[config.mk]
export PLATFORM = sky130hd
export DESIGN_NAME = rmts_front
export DESIGN_NICKNAME = d
export VERILOG_FILES = /design/src/rtl/rmts_pkg.sv /design/src/rtl/rmts_front.sv
export SDC_FILE = /design/constraint.sdc
export NUM_CORES = 1
export LEC_CHECK = 0
export ABC_AREA = 1
export BUFFER_PORTS_ARGS = -buffer_cell sky130_fd_sc_hd__buf_2
export CAP_MARGIN = 20
export CORE_MARGIN = 10
export CORE_UTILIZATION = 43
export CTS_CLUSTER_SIZE = 16
export DETAILED_ROUTE_END_ITERATION = 6
export PLACE_DENSITY = 0.75
export SLEW_MARGIN = 25
export SYNTH_ARGS = -nofsm -noshare
export SYNTH_HDL_FRONTEND = slang
export SYNTH_SLANG_ARGS = --single-unit
[constraint.sdc]
create_clock -name clock -period 3.2 [get_ports clock]
set_input_delay 0.16 -clock clock [delete_from_list [all_inputs] [get_ports clock]]
set_output_delay 0.16 -clock clock [all_outputs]
set_load 0.02 [all_outputs]
[src/rtl/rmts_pkg.sv]
// rmts_pkg: shared types, constants and request/record codes for the
// rate-monotonic tick scheduler; no dependencies
package rmts_pkg;

   localparam int MaxTasksDefault = 16;

   typedef enum logic [1:0] {
      REQ_LOAD   = 2'd0,
      REQ_TICK   = 2'd1,
      REQ_FINISH = 2'd2,
      REQ_NONE   = 2'd3
   } req_kind_type;

   typedef enum logic [1:0] {
      REC_TASK_RUN = 2'd0,
      REC_IDLE_RUN = 2'd1,
      REC_COUNTERS = 2'd2
   } rec_kind_type;

   typedef enum logic [0:0] {
      CSR_PERIOD_LIMIT = 1'd0,
      CSR_SEGMENT_CAP  = 1'd1
   } csr_index_type;

   typedef struct packed {
      req_kind_type kind;
      logic [15:0]  period;
      logic [15:0]  burst;
   } cmd_type;

   typedef enum logic [2:0] {
      BK_IDLE,
      BK_RELEASE,
      BK_SELECT,
      BK_EXEC,
      BK_EMIT,
      BK_LOAD,
      BK_FINISH
   } bk_state_type;

   function automatic logic [31:0] sat_inc32(input logic [31:0] v);
      sat_inc32 = (v == 32'hFFFF_FFFF) ? v : v + 32'd1;
   endfunction

endpackage

[src/rtl/rmts_front.sv]
// rmts_front: accepts requests, drops ignored codes, and holds a two-entry
// command queue toward the execution engine; depends on rmts_pkg
module rmts_front (
   input  logic                  clock,
   input  logic                  reset,
   input  logic                  req_valid,
   output logic                  req_ready,
   input  logic [1:0]            req_type,
   input  logic [15:0]           req_task_period,
   input  logic [15:0]           req_task_burst,
   output logic                  cmd_valid,
   input  logic                  cmd_ready,
   output rmts_pkg::cmd_type     cmd
);

   rmts_pkg::cmd_type q_ff [2];
   rmts_pkg::cmd_type q_in [2];
   logic [1:0]        cnt_ff, cnt_in;
   logic              push, pop;
   rmts_pkg::cmd_type incoming;

   assign req_ready = (cnt_ff != 2'd2);
   assign incoming.kind   = rmts_pkg::req_kind_type'(req_type);
   assign incoming.period = req_task_period;
   assign incoming.burst  = req_task_burst;
   assign push = req_valid && req_ready && (req_type != rmts_pkg::REQ_NONE);
   assign cmd_valid = (cnt_ff != 2'd0);
   assign cmd = q_ff[0];
   assign pop = cmd_valid && cmd_ready;

   always_comb begin
      q_in[0] = q_ff[0];
      q_in[1] = q_ff[1];
      cnt_in  = cnt_ff;
      if (pop) begin
         q_in[0] = q_ff[1];
         cnt_in  = cnt_in - 2'd1;
      end
      if (push) begin
         if (cnt_in == 2'd0) q_in[0] = incoming;
         else                q_in[1] = incoming;
         cnt_in = cnt_in + 2'd1;
      end
   end

   always_ff @(posedge clock) begin
      q_ff[0] <= q_in[0];
      q_ff[1] <= q_in[1];
      if (reset) begin
         cnt_ff <= '0;
      end else begin
         cnt_ff <= cnt_in;
      end
   end

endmodule

## Yosys cells after proc, flatten, opt, wreduce, memory -nomap -nowiden

Memories as Yosys holds them, arrays and structs flattened.
Index checks and enable logic that the tools add are counted.
Widths: inputs -> output; s select.

| storage, ports and cells | value |
|---|---|
| bits in registers | 2 |
| RAM bits | 68 |
| input bits | 38 |
| output and inout bits | 36 |
| word-level logic and storage cells | 17 |
| memories kept | 1 |

Memory list:

| name | depth | width | read ports | clocked after memory_dff | wr ports | line | RTL |
|---|---|---|---|---|---|---|---|
| q_ff | 2 | 34 | 2 | 0 | 2 | rmts_front.sv:16 | `rmts_pkg::cmd_type q_ff [2];` |

| operators by class | value |
|---|---|
| add/sub/neg operators | 2 |
| eq/ne operators | 2 |
| multiplexer cells | 6 |
| reductions and logical operators | 5 |

Operator list:

| cell | count |
|---|---|
| $mux 34 | 3 |
| $mux 68 | 1 |
| $mux 2 | 2 |
| $ne 2x2->1 const B | 2 |
| $logic_and 1x1->1 | 3 |
| $add 2x1->2 const B | 1 |
| $logic_not 2->1 | 1 |
| $reduce_bool 2->1 | 1 |
| $sub 2x1->2 const B | 1 |

## Longest topological paths before layout

Gate-level depths: netlist of run 1.

| logic depth | value |
|---|---|
| depth after elaboration | 6 |
| depth in mapped cells | 13 |
| depth with buffers taken out | 11 |

## Worst setup path before layout of run 1

Ideal clock, no wire load.

| timing path | value |
|---|---|
| path kind | register to register |
| start | register cnt_ff[0] (netlist name) |
| end | memory q_ff[0][34] (netlist bit), enable pin |
| setup time | 425 ps |
| arrival time | 2,889 ps |
| required time | 2,775 ps |
| slack | -114 ps |
| stages on the path, launching flop included | 11 |
| path buffers | 2 |
| period minus slack after synthesis | 3,314 ps |
| cells stage by stage | dfxtp_1 inv_1 ha_1 inv_2 nand2_4 o21ai_1 inv_1 ha_1 buf_6 buf_6 nor2_1 |

RTL lines:

| what | line |
|---|---|
| to (decl) | rmts_front.sv:16 |

==> results of run 1 <==
per-stage QoR:
step | cells | hold slack, ps | instance area, um^2 | worst slack [ps]
after floorplan | 357 | 259 | 3200 | 449
after global placement | 478 | 354 | 3270 | 293
after detailed placement | 478 | 355 | 3270 | 168
after CTS | 499 | 0.386 | 3540 | 124
after global routing | 501 | 1.07 | 3570 | 60.7
final | 501 | 11.3 | 3570 | 302
per-layer routing:
| metal | vias to the layer above | GRT usage, % | wire length, um |
|---|---|---|---|
| met4 | 0 | 6.19 | 103 |
| li1 | 1208 | - | - |
| met2 | 95 | 20.6 | 3510 |
| met3 | 8 | 4.47 | 616 |
| met1 | 1072 | 13.6 | 2820 |
| met5 | - | 0 | 0 |
report_power, final:
part           total [W]  switching [W]  leakage [nW]  internal, W
Combinational    0.00127       0.000874          1.03     0.000399
Clock           0.000785       0.000327         0.110     0.000457
Sequential       0.00137       0.000129         0.616      0.00124
cells by family after synthesis:
kind of cell | after synthesis
flip-flops | 70
AND/OR/NAND/NOR | 219
buffers and inverters | 63
adder cells (fa/ha/maj) | 3
AO/OA/AOI/OAI | 2
synthesized netlist by cell type, drive strengths merged:
library cell	instances
nand3	70
nand2	144
ha	3
o21ai	2
inv	8
edfxtp	34
dfxtp	36
nor2	5
buf	55
layout make-up:
type	count	share of cell area [%]
clock inverter	6	2.38
clock buffer	10	3.86
sequential	70	48.8
multi-input combinational	224	27.6
inverter	8	0.842
tap	99	3.47
timing repair buffer	84	13.0
what timing repair did:
item,CTS,global route
hold buffers,5,2
gates resized for setup,0,1
hold endpoints to repair,5,2
setup endpoints to repair,0,34
flip-flops by register name (all words and copies together) (netlist names):
| signal | count |
|---|---|
| cnt_ff | 2 |
| q_ff | 68 |
worst paths after layout:
path,start,to,slack [ps],cells after the start
min reg2reg,q_ff[0][17]$_DFF_P_,q_ff[0][17]$_DFF_P_,530,4
max,cnt_ff[0]$_SDFF_PP0_,q_ff[0][14]$_DFF_P_,300,12
max reg2reg,cnt_ff[0]$_SDFF_PP0_,q_ff[0][14]$_DFF_P_,300,12
min,req_task_period[10],q_ff[0][60]$_DFFE_PP_,10,1
==> run summary, run 1 <==
maximum clock frequency -> 0.345 GHz
Ant. Diodes -> 0
Seq. cell area -> 1740 um^2
vias in the first global route -> 2303
Synth area leader -> edfxtp_1
crit-path max cell delay -> 400 ps
Synth Warn # -> 0
MaxCap Viol Count -> 0
#FFs+latches synth -> 70
mux share of post-synthesis cell area -> 0%
Mean Syn Cell Area -> 8.97 um^2
largest net degree at the start of global routing -> 39
Ports -> 74
drt pass-1 iters -> 5
global-route wire length before repair -> 11200 um
Worst Path Class, Setup -> reg -> reg
Starting Density -> 44.1%
Worst Hold Class -> in -> reg
Clock Path Buffers -> 2
clk_skew -> 7.77 ps
CP most frequent cell -> nand2_1
RSZ-0062 raised after global routing -> false
Adder-Cell Fraction of Synth Area -> 1.17%
Final nets -> 438
slew at the pin with the worst max-slew slack -> 672 ps
CTS tree -> done
hpwl dp -> 4850 um
initial antenna violation count -> 0
power per cell area -> 961 nW/um^2
remaining global-route overflow -> 0
register area share after synthesis -> 54.4%
Pins Over Slew Limit -> 0
share of the synthesized area in the top cell type -> 31.9%
GP Congestion -> 0.787
postcts setup bufs -> 0
Initial DRC Count -> 185
core area -> 7250 um^2
required time worst endpoint -> 3430 ps
leakage power -> 1.75 nW
Routed WL per cell -> 14.1 um
outcome -> finished clean
P&R area growth vs syn -> 11.4%
Cell variety after synth -> 17
Worst-Skew Late Latency -> 340 ps
area occupied by multi-input gates -> 985 um^2
Clock H-tree levels -> 3
Synth Area in Compound Gates -> 0.313%
Tot Pwr -> 0.00343 W
Tcrit/Tclk final -> 90.6%
nature of the critical path startpoint -> register
Synth Cell Area -> 3200 um^2
WP data arrival -> 3130 ps
WL final -> 7050 um
aggregate negative setup slack -> 0 ps
Crit. End Element -> register
fin util -> 49.2%
CTS buffer count -> 9
global-route usage over all layers -> 12.3%
most frequent cells in the layout -> 142 x nand2_1, 73 x buf_2, 69 x nand3_1
Critical Path Slowest Stage Cell -> buf_4
fraction of layout cells with a size suffix above 1 -> 24.6%
Post-route DRC -> 0
CP Cell Sequence -> inv_1 -> ha_1 -> inv_2 -> nand2_4 -> nand2_1 -> nand2_1 -> inv_1 -> ha_1 -> buf_4 -> nand2_4 -> nand2_1 -> nand2_1
num rows -> 31
Buffers & Inverters on Critical Path -> 4
clk sinks -> 70
Worst-path clk slew -> 70 ps
die width -> 106 um
relative slew slack -> 55.1%
final hold vios -> 0
Root Buffer Master -> clkbuf_8
Die ar. -> 11300 um^2
Synth Area in Simple Gates -> 28.9%
final setup vio count -> 0
most common library cell in the layout ignoring fill and taps -> nand2_1
worst-path fanout max -> 37
clock period minus worst slack -> 2900 ps
post-DR vias/cell -> 4.76
Mapped Nets -> 398
die height -> 106 um
largest family of logic cells by synthesized area -> simple AND/OR/NAND/NOR gates
CP delay by family, top -> simple AND/OR/NAND/NOR gates
XOR/XNOR Fraction of Synth Area -> 0%
port buffer count -> 73
fill cell count -> 682
Cells after Synth -> 357
synth top area cells -> edfxtp_1 32%, dfxtp_1 23%, nand2_1 17%
maximum VDD drop -> 290 uV
vias -> 2383
post-route ant nets -> 0
No activity file was read; power rests on OpenSTA's default activity.
==> run 2, diff against run 1 <==
CORE_UTILIZATION = 48   (was 43)
PLACE_DENSITY = 0.81   (was 0.75)
==> run 2 against run 1 <==
Global-route usage is 2.4 points higher. Non-clock buffer count increased by 14. Clock-buffer cell count fell by 1. Via count up 4.9%. Sequential cell count stayed put. Combinational power grew 4%. Register-to-register slack improved by 90 ps. Clock skew up 4.1 ps. Sequential share of layout area fell by 1.8 points. Die area decreased by 8.5%. Final area is 3.9% higher. Critical endpoint is now q_ff[0][32]$_DFF_P_. Highest routed layer unchanged.
==> run summary, run 2 (same netlist as run 1, synthesis figures left out) <==
vias in the first global route -> 2560 (was 2303)
Worst-path clk slew -> 80 ps (was 70 ps)
vias -> 2500 (was 2383)
max reg flops -> 68 (unchanged)
DP Worst Slack -> 435 ps (was 168 ps)
Top Registers -> q_ff: 68 flops, cnt_ff: 2 flops (unchanged)
Initial DRC Count -> 113 (was 185)
final hold vios -> 0 (unchanged)
Ports -> 74 (unchanged)
WP data arrival -> 3040 ps (was 3130 ps)
post-route ant nets -> 0 (unchanged)
GP Congestion -> 0.758 (was 0.787)
hpwl dp -> 4950 um (was 4850 um)
Clock Path Buffers -> 2 (unchanged)
Tcrit/Tclk final -> 87.7% (was 90.6%)
Routed WL per cell -> 15.6 um (was 14.1 um)
Final Non-Filler Cells -> 493 (was 501)
Most flops, register -> q_ff (unchanged)
core area -> 6420 um^2 (was 7250 um^2)
leakage power -> 1.82 nW (was 1.75 nW)
clk_skew -> 11.9 ps (was 7.77 ps)
aggregate negative setup slack -> 0 ps (unchanged)
Worst Hold Class -> in -> reg (unchanged)
P&R area growth vs syn -> 15.7% (was 11.4%)
most common library cell in the layout ignoring fill and taps -> nand2_1 (unchanged)
Starting Density -> 49.9% (was 44.1%)
slew at the pin with the worst max-slew slack -> 666 ps (was 672 ps)
met1 Usage GRT -> 16.1% (was 13.6%)
layer with the highest usage -> met2 (unchanged)
die width -> 102 um (was 106 um)
final setup vio count -> 0 (unchanged)
global-route wire length before repair -> 12000 um (was 11200 um)
WL final -> 7670 um (was 7050 um)
GR met3 Demand/Resource -> 5.11% (was 4.47%)
global-route usage over all layers -> 14.7% (was 12.3%)
CTS buffer count -> 9 (unchanged)
num rows -> 29 (was 31)
MaxCap Viol Count -> 0 (unchanged)
Clock H-tree levels -> 3 (unchanged)
area occupied by multi-input gates -> 980 um^2 (was 985 um^2)
Ant. Diodes -> 0 (unchanged)
die height -> 102 um (was 106 um)
drt pass-1 iters -> 5 (unchanged)
Worst Path Class, Setup -> reg -> reg (unchanged)
Die ar. -> 10300 um^2 (was 11300 um^2)
fill cell count -> 564 (was 682)
relative slew slack -> 55.5% (was 55.1%)
Crit. End Element -> register (unchanged)
CTS tree -> done (unchanged)
CTS resizes -> 0 (unchanged)
clk sinks -> 70 (unchanged)
Final nets -> 452 (was 438)
port buffer count -> 73 (unchanged)
RSZ-0062 raised after global routing -> false (unchanged)
initial antenna violation count -> 0 (unchanged)
GR Util met2 -> 24.7% (was 20.6%)
Worst R2R Path Depth -> 12 (unchanged)
Root Buffer Master -> clkbuf_8 (unchanged)
worst-path fanout max -> 35 (was 37)
dpl cells -> 459 (was 478)
Pins Over Slew Limit -> 0 (unchanged)
post-DR vias/cell -> 5.07 (was 4.76)
clock period minus worst slack -> 2800 ps (was 2900 ps)
required time worst endpoint -> 3430 ps (about the same)
Worst-Skew Late Latency -> 350 ps (was 340 ps)
post-layout worst setup margin -> 395 ps (was 302 ps)
most frequent cells in the layout -> 142 x nand2_1, 73 x buf_2, 69 x nand3_1 (unchanged)
maximum VDD drop -> 428 uV (was 290 uV)
remaining global-route overflow -> 0 (unchanged)
outcome -> finished clean (unchanged)
largest net degree at the start of global routing -> 38 (was 39)
Seq. cell area -> 1740 um^2 (unchanged)
maximum clock frequency -> 0.357 GHz (was 0.345 GHz)
hold path cells -> 1 (unchanged)
Post-route DRC -> 0 (unchanged)
power per cell area -> 978 nW/um^2 (was 961 nW/um^2)
nature of the critical path startpoint -> register (unchanged)
fraction of layout cells with a size suffix above 1 -> 24.5% (was 24.6%)
run 2: final cells by class:
class	instances	area share, %
Clock buffer	9	3.34
Clock inverter	7	3.68
Inverter	8	0.810
Multi-Input combinational cell	224	26.4
Sequential cell	70	47.0
Tap cell	77	2.60
Timing Repair Buffer	98	16.1
run 2: through the flow:
| stage | power, W | cell area, um^2 | utilization [%] | hold WS [ps] |
|---|---|---|---|---|
| after floorplan | 0.00261 | 3200 | - | 259 |
| after global placement | 0.00265 | 3270 | 50.8 | 352 |
| after detailed placement | 0.00269 | 3270 | 50.8 | 355 |
| after CTS | 0.00364 | 3710 | 57.7 | 1.07 |
| after global routing | 0.00383 | 3710 | 57.7 | 6.29 |
| final | 0.00362 | 3710 | 57.7 | 13.8 |
run 2: worst paths after layout:
kind                                            from                     to  slack, ps
worst min-delay path               req_task_burst[8]  q_ff[0][42]$_DFFE_PP_         10
worst max-delay path            cnt_ff[1]$_SDFF_PP0_    q_ff[0][32]$_DFF_P_        400
worst max register to register  cnt_ff[1]$_SDFF_PP0_    q_ff[0][32]$_DFF_P_        400
worst min register to register   q_ff[0][28]$_DFF_P_    q_ff[0][28]$_DFF_P_        540
run 2: report_power, final:
part / leakage, nW / internal (W) / switching [W]
Combinational: 1.08 / 0.000418 / 0.000904
Sequential: 0.616 / 0.00124 / 0.000129
Clock: 0.127 / 0.000593 / 0.000338
Total: 1.82 / 0.00225 / 0.00137
run 2: worst max-delay path, cell delays in order, from the launching register on:
cell	delay, ps
dfxtp_1	370
inv_1	60
ha_1	190
inv_2	240
nand2_4	200
nand2_1	100
nand2_1	80
inv_1	70
ha_1	210
buf_4	400
nand2_2	500
nand2_1	210
nand2_1	70
run 2: timing repair:
item                                   4_1_cts  5_1_grt
hold buffers                                18        0
endpoints found under the hold margin       18        0
buffers inserted                             0        0
run 2: layer usage:
layer	vias to the layer above	routed length (um)
met1	1148	2990
met5	-	0
met2	108	3810
met4	0	158
li1	1232	-
met3	12	710
